[src/sv/isingml_pkg.sv]
// ----------------------------------------------------------------------------
// isingml_pkg
// shared constants, codes and types of the two-dimensional ising lattice block
// ----------------------------------------------------------------------------
package isingml_pkg;

	localparam int MAX_SIDE = 32;
	localparam int ROW_W    = $clog2(MAX_SIDE);
	localparam int IDX_W    = 5;
	localparam int SIDE_W   = 6;
	localparam int CNT_W    = 11;
	localparam int FRAC_W   = 16;
	localparam int DE_W     = 5;
	localparam int MAG_W    = 12;

	localparam int IN_BITS  = 2 + IDX_W + IDX_W + 1 + FRAC_W;
	localparam int IN_W     = ((IN_BITS + 7) / 8) * 8;
	localparam int OUT_BITS = 1 + DE_W + MAG_W + 1;
	localparam int OUT_W    = ((OUT_BITS + 7) / 8) * 8;

	localparam int CFG_IDX_W  = 2;
	localparam int CFG_DATA_W = 16;

	localparam logic [CFG_IDX_W-1:0] REG_SIDE_LENGTH = 2'd0;
	localparam logic [CFG_IDX_W-1:0] REG_THRESH_FOUR = 2'd1;
	localparam logic [CFG_IDX_W-1:0] REG_THRESH_EIGHT = 2'd2;

	localparam logic [1:0] ACT_WRITE = 2'd0;
	localparam logic [1:0] ACT_TRIAL = 2'd1;
	localparam logic [1:0] ACT_READ  = 2'd2;

	localparam logic [SIDE_W-1:0] SIDE_RESET = 6'd10;
	localparam logic [SIDE_W-1:0] SIDE_MIN   = 6'd2;
	localparam logic [SIDE_W-1:0] SIDE_MAX   = SIDE_W'(MAX_SIDE);

	localparam logic signed [DE_W-1:0] DE_FOUR = 5'sd4;

	typedef enum logic [4:0] {
		ST_CLEAR   = 5'b00001,
		ST_IDLE    = 5'b00010,
		ST_FETCH_C = 5'b00100,
		ST_FETCH_U = 5'b01000,
		ST_EVAL    = 5'b10000
	} state_t;

	// action in the lowest bits, random_fraction on top
	typedef struct packed {
		logic [FRAC_W-1:0] random_fraction;
		logic              spin_up;
		logic [IDX_W-1:0]  col;
		logic [IDX_W-1:0]  row;
		logic [1:0]        action;
	} in_item_t;

	typedef struct packed {
		logic                    index_error;
		logic [MAG_W-1:0]        magnetization;
		logic signed [DE_W-1:0]  energy_change;
		logic                    flipped;
	} out_item_t;

	function automatic logic [SIDE_W-1:0] eff_side(input logic [SIDE_W-1:0] s);
		logic [SIDE_W-1:0] r;
		r = s;
		if (s < SIDE_MIN)
			r = SIDE_MIN;
		else if (s > SIDE_MAX)
			r = SIDE_MAX;
		return r;
	endfunction

endpackage

[src/sv/ising_metropolis_lattice.sv]
// ----------------------------------------------------------------------------
// ising_metropolis_lattice
// periodic spin lattice with single-site metropolis trials, row-wide spin memory
// ----------------------------------------------------------------------------
// a trial reads the center, upper and lower rows one at a time through the single
//   read port of the row memory, while a write or read needs only the center row;
//   a new item is accepted only in idle, after the previous one has finished
// reset and every side_length write start a clearing pass over all 32 rows, one row
//   per cycle, during which no item is accepted; config writes are taken
// a finished result waits in the output register while the next item starts
// ----------------------------------------------------------------------------
module ising_metropolis_lattice (
	input  logic                                   clk,
	input  logic                                   arst_n,
	input  logic                                   s_tvalid,
	output logic                                   s_tready,
	// action, row, col, spin_up, random_fraction
	input  logic [isingml_pkg::IN_W-1:0]           s_tdata,
	output logic                                   m_tvalid,
	input  logic                                   m_tready,
	// flipped, energy_change, magnetization, index_error
	output logic [isingml_pkg::OUT_W-1:0]          m_tdata,
	input  logic                                   cfg_we,
	input  logic [isingml_pkg::CFG_IDX_W-1:0]      cfg_index,
	input  logic [isingml_pkg::CFG_DATA_W-1:0]     cfg_data
);
	import isingml_pkg::*;

	state_t                 state_q, state_d;
	logic [ROW_W-1:0]       clr_q;
	logic [SIDE_W-1:0]      side_q;
	logic [CNT_W-1:0]       sq_q;
	logic [FRAC_W-1:0]      th4_q, th8_q;
	logic [CNT_W-1:0]       cnt_q;
	in_item_t               item_q;
	logic [MAX_SIDE-1:0]    cen_q, up_q;
	logic                   m_valid_q;
	out_item_t              out_q;

	logic [MAX_SIDE-1:0]    mem [MAX_SIDE];
	logic [MAX_SIDE-1:0]    rd_q;
	logic [ROW_W-1:0]       rd_addr, wr_addr;
	logic [MAX_SIDE-1:0]    wr_data;
	logic                   mem_we;

	in_item_t               in_item;
	logic                   in_acc, side_wr;
	logic [SIDE_W-1:0]      side_new;
	logic                   bad, is_trial, fin_ok, finish, change;
	logic [IDX_W-1:0]       rl, rh, cl, ch;
	logic [MAX_SIDE-1:0]    base_row, new_row;
	logic                   s_bit, old_bit, new_bit;
	logic [2:0]             ups;
	logic [SIDE_W-1:0]      t6;
	logic signed [DE_W-1:0] de;
	logic                   acc;
	logic [CNT_W-1:0]       cnt_next;
	logic [MAG_W:0]         mag13;

	assign in_item  = in_item_t'(s_tdata[IN_BITS-1:0]);
	assign s_tready = (state_q == ST_IDLE);
	assign in_acc   = s_tvalid && s_tready;
	assign side_wr  = cfg_we && (cfg_index == REG_SIDE_LENGTH);
	assign side_new = eff_side(cfg_data[SIDE_W-1:0]);

	assign m_tvalid = m_valid_q;
	assign m_tdata  = OUT_W'(out_q);

	// addressing
	assign bad = ({1'b0, item_q.row} >= side_q) || ({1'b0, item_q.col} >= side_q);
	assign is_trial = (item_q.action == ACT_TRIAL) && !bad;
	assign rl = (item_q.row == '0) ? IDX_W'(side_q - 6'd1) : item_q.row - 5'd1;
	assign rh = (({1'b0, item_q.row} + 6'd1) == side_q) ? '0 : item_q.row + 5'd1;
	assign cl = (item_q.col == '0) ? IDX_W'(side_q - 6'd1) : item_q.col - 5'd1;
	assign ch = (({1'b0, item_q.col} + 6'd1) == side_q) ? '0 : item_q.col + 5'd1;

	// energy change from the four neighbours
	assign s_bit = cen_q[item_q.col[ROW_W-1:0]];
	assign ups = {2'b00, cen_q[cl[ROW_W-1:0]]} + {2'b00, cen_q[ch[ROW_W-1:0]]}
		+ {2'b00, up_q[item_q.col[ROW_W-1:0]]} + {2'b00, rd_q[item_q.col[ROW_W-1:0]]};
	assign t6 = {1'b0, ups, 2'b00} - 6'd8;
	assign de = s_bit ? $signed(t6[DE_W-1:0]) : -$signed(t6[DE_W-1:0]);
	always_comb begin
		if (de[DE_W-1] || (de == '0))
			acc = 1'b1;
		else if (de == DE_FOUR)
			acc = item_q.random_fraction < th4_q;
		else
			acc = item_q.random_fraction < th8_q;
	end

	// finishing and row update
	assign fin_ok = !m_valid_q || m_tready;
	always_comb begin
		finish   = 1'b0;
		change   = 1'b0;
		base_row = rd_q;
		new_bit  = item_q.spin_up;
		case (state_q)
			ST_FETCH_C: begin
				finish = fin_ok && !is_trial;
				change = (item_q.action == ACT_WRITE) && !bad;
			end
			ST_EVAL: begin
				finish   = fin_ok;
				change   = acc;
				base_row = cen_q;
				new_bit  = !s_bit;
			end
			default: begin
				finish = 1'b0;
			end
		endcase
	end
	assign old_bit = base_row[item_q.col[ROW_W-1:0]];
	always_comb begin
		new_row = base_row;
		new_row[item_q.col[ROW_W-1:0]] = new_bit;
	end
	assign cnt_next = change ? cnt_q + CNT_W'(new_bit && !old_bit) - CNT_W'(old_bit && !new_bit)
		: cnt_q;
	assign mag13 = {1'b0, cnt_next, 1'b0} - {2'b00, sq_q};

	// memory ports
	always_comb begin
		case (state_q)
			ST_IDLE:    rd_addr = in_item.row[ROW_W-1:0];
			ST_FETCH_C: rd_addr = is_trial ? rl[ROW_W-1:0] : item_q.row[ROW_W-1:0];
			ST_FETCH_U: rd_addr = rh[ROW_W-1:0];
			ST_EVAL:    rd_addr = rh[ROW_W-1:0];
			default:    rd_addr = '0;
		endcase
	end
	assign mem_we  = (state_q == ST_CLEAR) || (finish && change);
	assign wr_addr = (state_q == ST_CLEAR) ? clr_q : item_q.row[ROW_W-1:0];
	assign wr_data = (state_q == ST_CLEAR) ? '0 : new_row;

	always_ff @(posedge clk) begin
		if (mem_we)
			mem[wr_addr] <= wr_data;
		rd_q <= mem[rd_addr];
	end

	// sequencer
	always_comb begin
		state_d = state_q;
		case (state_q)
			ST_CLEAR:   if (clr_q == ROW_W'(MAX_SIDE - 1)) state_d = ST_IDLE;
			ST_IDLE:    if (in_acc) state_d = ST_FETCH_C;
			ST_FETCH_C: begin
				if (is_trial)
					state_d = ST_FETCH_U;
				else if (finish)
					state_d = ST_IDLE;
			end
			ST_FETCH_U: state_d = ST_EVAL;
			ST_EVAL:    if (finish) state_d = ST_IDLE;
			default:    state_d = ST_CLEAR;
		endcase
		if (side_wr)
			state_d = ST_CLEAR;
	end

	always_ff @(posedge clk or negedge arst_n) begin
		if (!arst_n) begin
			state_q   <= ST_CLEAR;
			clr_q     <= '0;
			side_q    <= SIDE_RESET;
			sq_q      <= CNT_W'({5'd0, SIDE_RESET} * {5'd0, SIDE_RESET});
			th4_q     <= '0;
			th8_q     <= '0;
			cnt_q     <= '0;
			m_valid_q <= 1'b0;
		end else begin
			state_q <= state_d;
			if (side_wr)
				clr_q <= '0;
			else if (state_q == ST_CLEAR)
				clr_q <= clr_q + 1'b1;
			if (finish)
				m_valid_q <= 1'b1;
			else if (m_valid_q && m_tready)
				m_valid_q <= 1'b0;
			if (side_wr) begin
				side_q <= side_new;
				sq_q   <= CNT_W'({6'd0, side_new} * {6'd0, side_new});
				cnt_q  <= '0;
			end else if (finish) begin
				cnt_q <= cnt_next;
			end
			if (cfg_we && (cfg_index == REG_THRESH_FOUR))
				th4_q <= cfg_data[FRAC_W-1:0];
			if (cfg_we && (cfg_index == REG_THRESH_EIGHT))
				th8_q <= cfg_data[FRAC_W-1:0];
		end
	end

	// payload
	always_ff @(posedge clk) begin
		if (in_acc)
			item_q <= in_item;
		if (state_q == ST_FETCH_C)
			cen_q <= rd_q;
		if (state_q == ST_FETCH_U)
			up_q <= rd_q;
		if (finish) begin
			out_q.flipped       <= (state_q == ST_EVAL) && acc;
			out_q.energy_change <= (state_q == ST_EVAL) ? de : '0;
			out_q.magnetization <= mag13[MAG_W-1:0];
			out_q.index_error   <= bad;
		end
	end

	a_cnt_bound: assert property (@(posedge clk) disable iff (!arst_n)
		cnt_q <= sq_q)
		else $error("up count exceeds active lattice size");

	a_side_clear: assert property (@(posedge clk) disable iff (!arst_n)
		side_wr |=> (state_q == ST_CLEAR) && (cnt_q == '0))
		else $error("side write did not start clearing pass");

	a_err_quiet: assert property (@(posedge clk) disable iff (!arst_n)
		m_valid_q && out_q.index_error |-> !out_q.flipped && (out_q.energy_change == '0))
		else $error("index error with nonzero trial result");

	a_no_idle_write: assert property (@(posedge clk) disable iff (!arst_n)
		mem_we |-> (state_q != ST_IDLE))
		else $error("lattice written while idle");

endmodule

[config.mk]
export PLATFORM = sky130hd
export DESIGN_NAME = ising_metropolis_lattice
export DESIGN_NICKNAME = d
export VERILOG_FILES = /design/src/sv/isingml_pkg.sv /design/src/sv/ising_metropolis_lattice.sv
export SDC_FILE = /design/constraint.sdc
export NUM_CORES = 2
export LEC_CHECK = 0
export BUFFER_PORTS_ARGS = -buffer_cell sky130_fd_sc_hd__buf_2
export CAP_MARGIN = 20
export CORE_MARGIN = 3
export CORE_UTILIZATION = 35
export CTS_CLUSTER_DIAMETER = 30
export DETAILED_ROUTE_END_ITERATION = 12
export PLACE_DENSITY = 0.46
export SLEW_MARGIN = 20
export SYNTH_ARGS = -nofsm -noshare
export SYNTH_HDL_FRONTEND = slang
export SYNTH_SLANG_ARGS = --single-unit
[constraint.sdc]
create_clock -name clk -period 21.6 [get_ports clk]
set_clock_uncertainty 0.05 [all_clocks]
set_input_delay 0 -clock clk [delete_from_list [all_inputs] [get_ports clk]]
set_output_delay 0 -clock clk [all_outputs]
set_load 0.005 [all_outputs]
Yosys cells after proc, flatten, opt, wreduce, memory -nomap -nowiden
Memory sizes are Yosys's and may differ from the RTL's. A register that Yosys moved wholly into a read port is not among the register bits.
Index checks and enable logic that the tools add are counted.
{ "word_totals": {"reg_bits": 183, "ram_bits": 1024, "input_bits": 55, "output_inout_bits": 26, "word_cells": 141, "memories": 1} }
{ "mem_list": {"columns": ["memory", "depth", "word_bits", "rd", "rd_ports_with_merged_regs", "wr", "line", "source"], "rows": [
  ["mem", 32, 32, 1, 1, 1, "ising_metropolis_lattice.sv:40", "logic [MAX_SIDE-1:0] mem [MAX_SIDE];"]
]} }
{ "op_classes": {"add_sub_neg": 16, "mul": 1, "order_cmp": 10, "eq_ne": 14, "n_mux": 47, "reduce_logical": 33} }
{ "ops": {"columns": ["op", "count"], "rows": [
  ["$mux 5", 14],
  ["$mux 32", 2],
  ["$mux 11", 3],
  ["$bwmux 32", 1],
  ["$lt 16x16->1", 2],
  ["$bmux 1 s5", 6],
  ["$pmux 5 s5", 1],
  ["$lt 5x6->1 const B", 3],
  ["$add 5x1->5 const B", 3],
  ["$logic_not 5->1", 3],
  ["$pmux 5 s3", 1],
  ["$sub 5x1->5 const B", 3],
  ["$mux 1", 14],
  ["$logic_and 1x1->1", 13],
  ["$add 5x1->6 const B", 2],
  ["$eq 6x6->1", 2],
  ["$ge 5x6->1", 2],
  ["$mux 6", 2],
  ["$sub 12x11->12", 1],
  ["$add 11x1->11", 1],
  ["$mul 6x6->11", 1],
  ["$sub 11x1->11", 1],
  ["$eq 5x4->1 const B", 2],
  ["$eq 5x5->1 const B", 2],
  ["23 further kinds", 36]
]} }

Depth between registers and ports, before layout
{ "logic_depth": {"depth_word": 19, "depth_mapped": 37, "ltp_nobuf": 31} }

Worst setup path after synthesis
No wires, ideal clock.
{ "synth_path": {"path_type": "flip-flop to flip-flop", "from": "register item_q[7] (netlist bit)", "to": "register out_q (netlist bit m_tdata[16]) (data pin)", "setup_ps": 258, "arrival_time_ps": 7373, "slack_ps": 13919, "stages_incl_launch_ff": 37, "synth_period_minus_slack_ps": 7681, "cell_sequence": "edfxtp_1 > buf_2 > inv_1 > clkbuf_1 > ha_1 > xor2_1 > nor3_1 > o2111a_1 > or2_2 > buf_2 > buf_2 > mux2i_1 > mux2i_1 > mux2i_1 > mux2i_1 > mux2_2 > fa_1 > ha_1 > fa_1 > o21a_1 > or4b_1 > nand4_1 > buf_4 > buf_4 > nand2_1 > o21ai_0 > ha_1 > nor2b_1 > o21ai_0 > a21boi_0 > o21ai_0 > a21boi_0 > o21ai_0 > nand2b_1 > a21o_1 > a21oi_1 > xnor2_1"} }
{ "synth_between": {"elab_chain_cells": 17} }
{ "synth_lines": {"columns": ["element", "line", "source"], "rows": [
  ["from (decl)", "ising_metropolis_lattice.sv:35", "in_item_t item_q;"],
  ["from (signal assigned)", "ising_metropolis_lattice.sv:201", "item_q <= in_item;"],
  ["$add 5x1->6", "ising_metropolis_lattice.sv:75", "assign ch = (({1'b0, item_q.col} + 6'd1) == side_q) ? '0 : item_q.col + 5'd1;"],
  ["$eq 6x6->1", "ising_metropolis_lattice.sv:75", null],
  ["$mux 5", "ising_metropolis_lattice.sv:75", null],
  ["$bmux 1 s5", "ising_metropolis_lattice.sv:79", "assign ups = {2'b00, cen_q[cl[ROW_W-1:0]]} + {2'b00, cen_q[ch[ROW_W-1:0]]}"],
  ["$mux 1 (implied by the code)", "ising_metropolis_lattice.sv:79", null],
  ["$add 1x1->2", "ising_metropolis_lattice.sv:79", null],
  ["$add 2x1->3", "ising_metropolis_lattice.sv:80", "+ {2'b00, up_q[item_q.col[ROW_W-1:0]]} + {2'b00, rd_q[item_q.col[ROW_W-1:0]]};"],
  ["$add 3x1->3", "ising_metropolis_lattice.sv:80", null],
  ["[3 not listed]", null, null],
  ["named net de[2]", "ising_metropolis_lattice.sv:55", "logic signed [DE_W-1:0] de;"],
  ["$eq 5x4->1 / $logic_not 5->1 (equally long branches)", "ising_metropolis_lattice.sv:86, ising_metropolis_lattice.sv:84", null],
  ["$mux 1 / $logic_or 1x1->1 (equally long branches)", "ising_metropolis_lattice.sv:86, ising_metropolis_lattice.sv:84", null],
  ["$mux 1 *", "ising_metropolis_lattice.sv:84", "if (de[DE_W-1] || (de == '0))"],
  ["$pmux 1 s2 *", "ising_metropolis_lattice.sv:99", "case (state_q)"],
  ["$mux 11 *", "ising_metropolis_lattice.sv:120", "assign cnt_next = change ? cnt_q + CNT_W'(new_bit && !old_bit) - CNT_W'(old_bit && !new_bit)"],
  ["$sub 12x11->12 *", "ising_metropolis_lattice.sv:122", "assign mag13 = {1'b0, cnt_next, 1'b0} - {2'b00, sq_q};"],
  ["named net mag13[10]", "ising_metropolis_lattice.sv:58", "logic [MAG_W:0] mag13;"],
  ["to (decl)", "ising_metropolis_lattice.sv:38", "out_item_t out_q;"]
]} }
The timed path passes the listed nets; every way through them passes the cells marked *. The select of a mux whose other input is x is not followed.
A chain may end at the register's enable or synchronous reset.

Worst setup path after layout
{ "layout_path": {"from": "register item_q[7] (netlist bit)", "to": "memory mem[28][2], enable pin"} }
{ "layout_between": {"elab_chain_cells": 19} }
{ "layout_lines": {"columns": ["element", "line", "source"], "rows": [
  ["$add 5x1->6", "ising_metropolis_lattice.sv:75", null],
  ["$eq 6x6->1", "ising_metropolis_lattice.sv:75", null],
  ["$mux 5", "ising_metropolis_lattice.sv:75", null],
  ["$bmux 1 s5", "ising_metropolis_lattice.sv:79", null],
  ["$mux 1 (implied by the code)", "ising_metropolis_lattice.sv:79", null],
  ["$add 1x1->2", "ising_metropolis_lattice.sv:79", null],
  ["$add 2x1->3", "ising_metropolis_lattice.sv:80", null],
  ["$add 3x1->3", "ising_metropolis_lattice.sv:80", null],
  ["[3 not listed]", null, null],
  ["named net de[2]", "ising_metropolis_lattice.sv:55", null],
  ["$eq 5x4->1 / $logic_not 5->1 (equally long branches)", "ising_metropolis_lattice.sv:86, ising_metropolis_lattice.sv:84", null],
  ["$mux 1 / $logic_or 1x1->1 (equally long branches)", "ising_metropolis_lattice.sv:86, ising_metropolis_lattice.sv:84", null],
  ["$mux 1 *", "ising_metropolis_lattice.sv:84", null],
  ["$pmux 1 s2 *", "ising_metropolis_lattice.sv:99", null],
  ["$logic_and 1x1->1 *", "ising_metropolis_lattice.sv:134", "assign mem_we = (state_q == ST_CLEAR) || (finish && change);"],
  ["$logic_or 1x1->1 *", "ising_metropolis_lattice.sv:134", null],
  ["$mux 1 *", "ising_metropolis_lattice.sv:139", "if (mem_we)"],
  ["$mux 1 (implied by the code) *", "ising_metropolis_lattice.sv:140", "mem[wr_addr] <= wr_data;"],
  ["to (decl)", "ising_metropolis_lattice.sv:40", null]
]} }
Marked as above.

==> qor.yml <==
power_and_ir_drop:
  clockPowerShare: 0.498
  power.density_mw_per_mm2: 135
  ir_drop_mv: 0.0871
  switchingPower_mw: 2.38
  p_seq_frac: 0.362
  pwr-share-comb: 0.140
  swShare: 0.262
  p_int_mw: 6.69
  cellLeakagePower_nw: 23.9
detailed_routing:
  drt_iter0_markers: 2825
  first_pass_iters: 6
  vias_per_cell: 5.24
  ant_nets: 0
  num_vias: 33941
  drc: 0
  routedWlPerCell_um: 25.1
  totalWireLength_mm: 163
timing:
  setup_viol_count_final: 0
  whs_ps: 62.3
  fmax_mhz: 101
  drv_slew: 0
  tns_ps: 0
  max-slew-margin-rel: 0.240
  finalCritPeriodShare: 0.460
  tightest_slew_ps: 1140
  fin_crit_ps: 9930
  final_hold_viol_count: 0
  rsz0062_at_grt: "false"
global_route:
  grt_pass1_wl_mm: 236
  grt.total_usage: 0.207
  grt-ovfl-total: 0
  grt_max_degree: 135
  grt_pass1_vias: 33722
  antenna_found_initial: 8
yosys:
  ys_seq_area_frac: 0.694
  async_flop_share: 0.0559
  synthTopCellsByArea: "edfxtp_1 65%, nand2_1 5.2%, mux2i_1 5.0%, dfrtp_1 3.0%, a21oi_1 2.5%"
  ys.flop_type: "edfxtp_1"
  postSynthCellCount: 3870
  yosysTopAreaCell: "edfxtp_1"
  syn-cell-area_mm2: 0.0525
  synth.distinct_cells: 86
  ys_ff_latch: 1235
  ys.warnings.count: 0
  post-synth-top-area-fraction: 0.649
  synth_area_per_cell_um2: 13.6
  synth_enable_flop_cells: 1134
floorplanning:
  start_util: 0.354
  dieWidth_um: 393
  core_area_mm2: 0.148
  fp-row-count: 141
  top_level_ports: 81
  fp.dieH_um: 393
  dieArea_mm2: 0.155
setup_path:
  critPathCaptureType: "flop"
  ff2ff_path_depth: 21
  worst-path-max-fanout: 40
  crit_required_ps: 22000
  crit_type: "reg -> reg"
  r2r_start: "item_q[7]"
  timing.rr.end: "mem[28][2]"
  crit_arrival_ps: 10330
  critPathLaunch: "item_q[7]"
  rrSetupSlack_ps: 11670
  start_kind: "flop"
  crit_end: "mem[28][2]"
flow_run:
  max_cap_viol_count: 0
finish:
  diodes: 0
  drive_above_1_share: 0.181
  area_growth_pct: 27.6
  fin_nets: 4400
placed_design:
  io_buffers: 70
  routabilityCongestion: 0.851
  hpwl_mm: 89.6
clocking:
  cts_buffers: 311
  clkSlewWorstSetupHoldPaths_ps: 40
  insertion_delay_ps: 900
  cts_root_buf: "clkbuf_16"
  cts_tree: "built"
  h-tree-depth: 5
  clkSinkCount: 1235
  clockBufferDepth: 4
min_path:
  min_path_type: "in -> reg"
  min_from: "cfg_data[5]"
outcome:
  status: "finished clean"
-- power groups by stage --
stage	Clock, mW	Sequential, mW	Combinational (mW)
after global routing	4.72	3.30	1.38
final	4.52	3.28	1.27
after detailed placement	0	3.32	1.26
after floorplan	0	3.29	0.665
after CTS	4.59	3.28	1.28
after global placement	0	3.32	1.23
-- per-layer routing --
metal	track usage	share of wire	up-vias
met5	0	0	-
met4	0.0787	0.033	0
met3	0.0366	0.055	303
met2	0.320	0.45	1068
met1	0.292	0.46	17213
li1	-	-	15357
-- Yosys cell counts (12+ instances only) --
cell,n
xnor2_1,35
nor3_1,19
mux2_2,34
a21oi_1,261
dfrtp_1,63
clkbuf_1,114
nor2_1,147
edfxtp_1,1134
a31oi_1,56
nand3_1,141
a211oi_1,24
ha_1,86
mux4_2,34
dfxtp_1,32
a21o_1,12
inv_1,92
nor4_1,36
buf_2,75
o21ai_0,49
nand4_1,46
nand2_1,725
xor2_1,12
buf_4,20
mux2i_1,260
nand2b_1,22
o22ai_1,105
a311oi_1,32
-- flip-flops by register name, summed over array words and instances (netlist names) --
| name | cells |
|---|---|
| side_q | 6 |
| m_tdata | 17 |
| mem | 1024 |
| m_tvalid | 1 |
| cen_q | 32 |
| th8_q | 16 |
| sq_q | 9 |
| rd_q | 32 |
| state_q | 5 |
| clr_q | 5 |
| th4_q | 16 |
| cnt_q | 11 |
| up_q | 32 |
| item_q | 29 |
-- worst min path at each step --
stage | to | slack [ps] | cells past startpoint
after floorplan | clr_q[0] | -350 | 0
after global placement | th4_q[9] | -180 | 1
after detailed placement | th4_q[9] | -180 | 1
after CTS | side_q[5] | 7 | 4
after global routing | side_q[5] | 80 | 4
final | side_q[5] | 60 | 4
-- stage by stage --
step	std cells	instance area, um^2	setup WS [ps]	power (mW)	utilization
finish	6483	67000	11670	9.07	0.451
global route	6483	67000	11180	9.39	0.451
CTS	6482	66900	11580	9.15	0.451
detailed placement	5840	55700	11610	4.58	0.376
global placement	5835	55700	11650	4.55	0.375
floorplan	3880	52500	13920	3.95	-
-- cell families (layout without fill, tap and decap cells) --
| logic type | Yosys count | count (layout) | share of synthesized area |
|---|---|---|---|
| flops | 1235 | 1235 | 0.694 |
| simple gates | 1219 | 1219 | 0.102 |
| compound gates | 619 | 619 | 0.0722 |
| mux | 329 | 329 | 0.0717 |
| buf+inv | 320 | 921 | 0.0268 |
| fa+ha+maj | 97 | 97 | 0.0247 |
| xor+xnor | 49 | 49 | 0.00872 |
| other cells | 2 | 12 | 0.000143 |
-- cells in the final DEF (no fill, tap or decap), types with 56 or more instances in the layout --
cell,n
buf_2,69
dlygate4sd3_1,96
nand3_1,139
edfxtp_1,1134
a31oi_1,56
dfrtp_1,63
inv_1,92
mux2i_1,260
a21oi_1,260
clkbuf_16,321
nand2_1,725
nor2_1,99
o22ai_1,105
ha_1,86
buf_4,108
-- area by class of cell --
type | count | area (um^2)
clock buffers | 389 | 8440
clock inverters | 157 | 1820
fillers | 13301 | 81400
inverters | 95 | 357
multi-input cells | 2325 | 15200
flip-flops and latches | 1235 | 36400
well taps | 2002 | 2500
repair buffers | 280 | 2210
-- what timing repair did --
action                                 CTS  global route
endpoints found under the hold margin  196             0
setup buffers                            0             0
hold buffers                            96             0
resized for setup                        0             0
-- critical path: stages (launching register included) --
cell	delay, ps
edfxtp_1	360
buf_4	320
inv_1	590
ha_1	820
nand2_1	490
mux2i_2	860
mux4_2	620
mux2_2	280
o211ai_1	150
o21ai_0	170
fa_1	510
ha_1	370
fa_1	490
o21a_1	140
or4b_1	540
nand4_1	120
buf_4	280
nand2_1	160
o22ai_1	210
nand2_1	520
nor2_4	790
buf_4	630
Power figures use the tool's default switching activity.
